==> src/rtl/olist_pkg.sv <==
// ----------------------------------------------------------------------------
// olist_pkg
// Shared types, codes and helpers for the ordered list core.
// ----------------------------------------------------------------------------
`default_nettype none

package olist_pkg;

	localparam int OLIST_CAPACITY = 128;
	localparam int VALUE_W        = 32;
	localparam int POS_W          = 8;
	localparam int GRP            = 8;   // match bits examined per scan cycle

	// operation codes
	localparam logic [1:0] CMD_INSERT = 2'd0;
	localparam logic [1:0] CMD_DELETE = 2'd1;
	localparam logic [1:0] CMD_SEARCH = 2'd2;

	// result status codes
	localparam logic [2:0] ST_OK     = 3'd0;
	localparam logic [2:0] ST_FULL   = 3'd1;
	localparam logic [2:0] ST_EMPTY  = 3'd2;
	localparam logic [2:0] ST_BADPOS = 3'd3;
	localparam logic [2:0] ST_MISS   = 3'd4;

	// broadcast from the controller to every cell
	typedef struct packed {
		logic               ins;    // insert: shift up at/above pos, load value at pos
		logic               del;    // delete: shift down at/above pos
		logic [POS_W-1:0]   pos;
		logic [VALUE_W-1:0] value;  // insert data and search key
	} cell_ctl_t;

	// lowest set bit of one scan group
	function automatic logic [$clog2(GRP)-1:0] lowest_set(input logic [GRP-1:0] v);
		logic [$clog2(GRP)-1:0] r;
		r = '0;
		for (int i = GRP - 1; i >= 0; i--) begin
			if (v[i]) begin
				r = ($clog2(GRP))'(i);
			end
		end
		return r;
	endfunction

endpackage

`default_nettype wire

==> src/rtl/olist_cell.sv <==
// ----------------------------------------------------------------------------
// olist_cell
// One list slot: holds an entry, shifts with its neighbors, compares a key.
// ----------------------------------------------------------------------------
`default_nettype none

module olist_cell #(
	parameter int CAPACITY = olist_pkg::OLIST_CAPACITY,
	parameter int INDEX    = 0
) (
	input  wire                              clk,
	input  wire olist_pkg::cell_ctl_t        ctl,
	input  wire [$clog2(CAPACITY+1)-1:0]     count,
	input  wire [olist_pkg::VALUE_W-1:0]     prev_entry,  // entry of slot INDEX-1
	input  wire [olist_pkg::VALUE_W-1:0]     next_entry,  // entry of slot INDEX+1
	output logic [olist_pkg::VALUE_W-1:0]    entry,
	output logic                             hit
);
	import olist_pkg::*;

	localparam int CW = $clog2(CAPACITY + 1);
	localparam int PW = (CW > POS_W) ? CW : POS_W;
	localparam logic [PW-1:0] MY_IDX = PW'(INDEX);

	logic [VALUE_W-1:0] entry_q;
	logic [PW-1:0]      pos_w;

	assign pos_w = PW'(ctl.pos);
	assign entry = entry_q;
	assign hit   = (entry_q == ctl.value) && (PW'(count) > MY_IDX);

	always_ff @(posedge clk) begin
		if (ctl.ins) begin
			if (MY_IDX == pos_w) begin
				entry_q <= ctl.value;
			end else if (MY_IDX > pos_w) begin
				entry_q <= prev_entry;
			end
		end else if (ctl.del && (MY_IDX >= pos_w)) begin
			entry_q <= next_entry;
		end
	end

endmodule

`default_nettype wire

==> config.mk <==
export PLATFORM = sky130hd
export DESIGN_NAME = olist_cell
export DESIGN_NICKNAME = d
export VERILOG_FILES = /design/src/rtl/olist_pkg.sv /design/src/rtl/olist_cell.sv
export SDC_FILE = /design/constraint.sdc
export NUM_CORES = 1
export LEC_CHECK = 0
export ABC_CLOCK_PERIOD_IN_PS = 3200
export BUFFER_PORTS_ARGS = -buffer_cell sky130_fd_sc_hd__buf_4
export CORE_MARGIN = 4
export CORE_UTILIZATION = 37
export DETAILED_ROUTE_END_ITERATION = 8
export GPL_ROUTABILITY_DRIVEN = 0
export PLACE_DENSITY = 0.77
export SLEW_MARGIN = 20
export SYNTH_ARGS = -nofsm -noshare
export SYNTH_HDL_FRONTEND = slang
export SYNTH_SLANG_ARGS = --single-unit
export TNS_END_PERCENT = 5
==> constraint.sdc <==
create_clock -name clk -period 3.2 [get_ports clk]
set_clock_uncertainty 0.1 [all_clocks]
set_input_delay 0.64 -clock clk [delete_from_list [all_inputs] [get_ports clk]]
set_output_delay 0.64 -clock clk [all_outputs]
set_load 0.02 [all_outputs]
==> Yosys cells after proc, flatten, opt, wreduce, memory -nomap -nowiden <==
Index checks and enable logic that the tools add are counted.
{ "classes": {"n_lt_le_gt_ge": 3, "eq_ne": 2, "muxes": 4, "n_reduce_logical": 5} }
{ "ops": {"columns": ["operator", "n"], "rows": [
  ["$mux 32", 4],
  ["$eq 32x32->1", 1],
  ["$ge 1x8->1 const A", 1],
  ["$gt 1x8->1 const A", 1],
  ["$gt 8x1->1 const B", 1],
  ["$logic_not 8->1", 1],
  ["$ne 3x1->1 const B", 1],
  ["$logic_and 1x1->1", 2],
  ["$reduce_and 2->1", 1],
  ["$reduce_bool 2->1", 1]
]} }
{ "totals": {"register_bits": 32, "in_bits": 115, "word_cells": 15} }

==> Logic depth before layout (Yosys ltp) <==
{ "depth": {"depth_word": 4, "ltp_mapped": 5, "mapped_depth_nobuf": 4} }

==> Worst setup path after synthesis <==
No wires, ideal clock.
{ "synth_timing": {"path_type": "input -> register", "start": "input port ctl[37] (netlist name)", "end": "register entry_q[0], in the netlist entry[0] (enable)", "t_arrival_ns": 2.700, "required_ns": 2.679, "slack_ns": -0.021, "stages": 4, "cell_sequence": "nor4_1 nand2_1 buf_6 nor2_1"} }
{ "synth_between": {"elab_chain_len": 4} }
{ "synth_lines": {"columns": ["item", "line", "text"], "rows": [
  ["from (decl)", "olist_cell.sv:12", "input wire olist_pkg::cell_ctl_t ctl,"],
  ["$ge 1x8->1", "olist_cell.sv:39", "end else if (ctl.del && (MY_IDX >= pos_w)) begin"],
  ["$logic_and 1x1->1", "olist_cell.sv:39", null],
  ["$reduce_bool 2->1 (no source line)", null, null],
  ["$reduce_and 2->1 (no source line) (*)", null, null],
  ["to (signal assigned)", "olist_cell.sv:35", "entry_q <= ctl.value;"],
  ["to (signal assigned)", "olist_cell.sv:37", "entry_q <= prev_entry;"],
  ["to (signal assigned)", "olist_cell.sv:40", "entry_q <= next_entry;"],
  ["to (decl)", "olist_cell.sv:25", "logic [VALUE_W-1:0] entry_q;"]
]} }
Every way passes the cells marked *; elsewhere a longest branch is shown, timed or not.
A chain may end at the register's enable or synchronous reset.

==> Final worst setup path <==
{ "layout_timing": {"start": "input port ctl[17] (netlist name)", "end": "output port hit"} }
{ "layout_between": {"elab_chain_len": 2} }
{ "layout_lines": {"columns": ["item", "line", "text"], "rows": [
  ["$eq 32x32->1", "olist_cell.sv:30", "assign hit = (entry_q == ctl.value) && (PW'(count) > MY_IDX);"],
  ["$logic_and 1x1->1", "olist_cell.sv:30", null],
  ["to (decl)", "olist_cell.sv:17", "output logic hit"]
]} }
Every way passes these cells.

==> results summary <==
The via count of the routed design is ~2000. The overall global routing resource usage is 17.9%. The number of top-level design ports came out at ~150. The first global-routing pass estimated 9.09 mm of wire.

Entering global routing, the biggest net connects 34 pins. In this run, the number of DRC markers left after iteration 0 of detailed routing was 54. The count of nets left with antenna violations after detail routing came out at 0. Data on the critical path is required at its endpoint by ~2.5 ns.

The number of max-slew violations in the final report came out at 0. The first-pass detailed-route iteration total is 5. The die footprint is 0.00669 mm². The flip-flop and latch count after synthesis came out at 32. The count of max-cap constraint violations is 0. The via density per instance came out at 4.92.

The worst setup path is launched from a primary input. The net count of the mapped netlist came out at 303. The final worst slack is 0.282 ns. The largest total area in the synthesized netlist belongs to sky130_fd_sc_hd__edfxtp_1. The clock net in this run drives a total of 32 sinks. The final global-route overflow total came out at 0.

Ranked by total cell area, the synthesized netlist is headed by sky130_fd_sc_hd__edfxtp_1 (48%), sky130_fd_sc_hd__mux2i_1 (16%), sky130_fd_sc_hd__xor2_1 (12%), sky130_fd_sc_hd__a21oi_1 (8.0%), sky130_fd_sc_hd__nor2_1 (6.3%). The proportion of register bits with asynchronous set or reset after synthesis came out at 0%. The worst max-slew margin expressed relative to the limit came out at 60.9%. The number of setup violations in the final report came out at 0. The class of the most critical setup path is in -> out.

Setup repair after global routing left no endpoint under its margin. The root buffer cell chosen for the clock tree is sky130_fd_sc_hd__clkbuf_8. The number of clock buffers added by TritonCTS is 5.

The via count of the first global-routing pass came out at 2027. The estimated wirelength of the detail-placed design came out at about 5.0 mm. Measured along the y axis, the die boundary spans 81.8 µm. The area after detailed placement is 0.00320 mm². The commonest cells after synthesis are sky130_fd_sc_hd__nor2_1 (34), sky130_fd_sc_hd__a21oi_1 (32), sky130_fd_sc_hd__edfxtp_1 (32), sky130_fd_sc_hd__mux2i_1 (32), sky130_fd_sc_hd__xor2_1 (28). The synthesized instance count is 188.

The minimum clock period after layout is 2.92 ns. The total wire length is 6.11 mm. The total core area is 0.00520 mm². Counting instances, the worst hold path has a depth of 3. The sequential cell area fraction in the yosys report is 47.7%. The post-place setup slack is between 0.3 and 0.4 ns. The worst ir drop on vdd is 0.000165 V. The number of gates resized after CTS was 0. The share of the cycle needed by the critical path after routing came out at 91.2%.

The min-delay analysis places its worst path in the category in -> reg. The analysis attributes to cell leakage a power of 1.66 nW. For this configuration, the core starts out at a cell density of 38.7%.

The post-synthesis average cell area came out at 10.7 µm². The mapped netlist covers 0.00201 mm². The count of antenna diodes in the layout is 0.

The flow ran to the end, and the final reports show no timing, DRC or antenna violations. For this run, the number of Yosys warnings is 0. The horizontal extent of the die came out at around 80 µm. In the synthesized netlist the dominant register cell turns out to be sky130_fd_sc_hd__edfxtp_1.

Among all cell types in the netlist, the one instantiated most often is sky130_fd_sc_hd__nor2_1. The hold violation count in the final report is 0. The share of final-layout standard cells stronger than drive strength 1 is 47.5%. The synthesized design contains 32 enable-type register cells. The count of input and output buffers is 147. The register with the most flip-flops in the layout has 32 of them.

The area growth from synthesis to layout is 64.0%. The maximum number of buffers from clock root to sink is 2. The number of buffers inserted for hold repair after clock tree synthesis came out at 0. The number of antenna violations at the first check in global routing is 0. The finished cells cover 0.00330 mm².

The highest fanout seen on the critical path is 2. Counting distinct cell types in the post-synthesis netlist gives 13. The number of rows in the core area is 26. The top-area cell type share of the netlist area is 47.7%.

The routed length per placed instance is 15.0 µm. The sum of negative setup slack is 0 ns. The slew at the pin with the worst max-slew slack came out at 0.581 ns. TritonCTS built the clock tree. The power per cell area is between 300 and 400 mW/mm².

STA puts the critical path data arrival time at 2.18 ns. The depth of the CTS H-tree came out at 2. The remaining routing DRC violations is 0.

The total power after layout is 1.03 mW. The highest clock frequency the design can meet came out at 343 MHz. The worst setup path is captured at an output pin.

After clock tree synthesis, the clock-pin slew on the worst setup and hold paths is 0.07 ns. The count of buffers added by post-CTS timing repair for setup is 0. At the end of the flow, the number of nets in the layout was 451.
[final cells by class]
class,instances,area [µm²]
clock inverter,3,37.5
timing repair buffer,151,1150
fill,448,1900
sequential,32,961
tap,70,87.6
multi-input combinational,146,1000
clock buffer,5,68.8
[where the power goes]
part	switching (mW)	internal, mW	total [mW]
logic	0.0707	0.123	0.194
clock network	0.145	0.227	0.371
registers	0.000819	0.466	0.466
total	0.216	0.816	1.03
[through the flow]
stage | instances | utilization, % | hold WS [ns]
after floorplan | 188 | - | 0.766
after global placement | 399 | 61.4 | 0.851
after detailed placement | 399 | 61.4 | 0.863
after CTS | 407 | 63.5 | 0.562
after global routing | 407 | 63.5 | 0.573
final | 407 | 63.5 | 0.573
[logic make-up (layout without fill, tap and decap cells)]
family / Yosys count / after routing / share of synthesized area, %
mux: 32 / 32 / 15.9
compound gates: 33 / 33 / 8.70
buf+inv: 10 / 159 / 2.98
flops: 32 / 32 / 47.7
simple gates: 49 / 49 / 10.8
xor+xnor: 32 / 32 / 13.9
[layer usage]
metal	GRT usage (%)	wire length, µm
met1	20.6	2360
met5	0	0
met2	32.5	3130
met3	5.26	574
met4	4.15	45
[worst paths after layout]
| path | startpoint | end | slack, ns |
|---|---|---|---|
| hold / removal | next_entry[8] | entry[8] | 0.57 |
| setup / recovery | ctl[17] | hit | 0.28 |
[cells in the final DEF (no fill, tap or decap), drive strengths merged]
cell type,count
xor2,28
clkbuf,5
xnor2,4
nor4,11
a2111oi,1
nand3,1
bufinv,1
clkinv,2
edfxtp,32
nand2,1
a21oi,32
mux2i,32
nand4,2
nor2,34
buf,151
[critical path: stages]
cell,delay (ns)
sky130_fd_sc_hd__buf_4,0.12
sky130_fd_sc_hd__xor2_1,0.15
sky130_fd_sc_hd__nor4_1,0.55
sky130_fd_sc_hd__nand4_1,0.22
sky130_fd_sc_hd__a2111oi_2,0.31
sky130_fd_sc_hd__buf_4,0.20
Note: power is estimated with default switching activity, not from simulation.
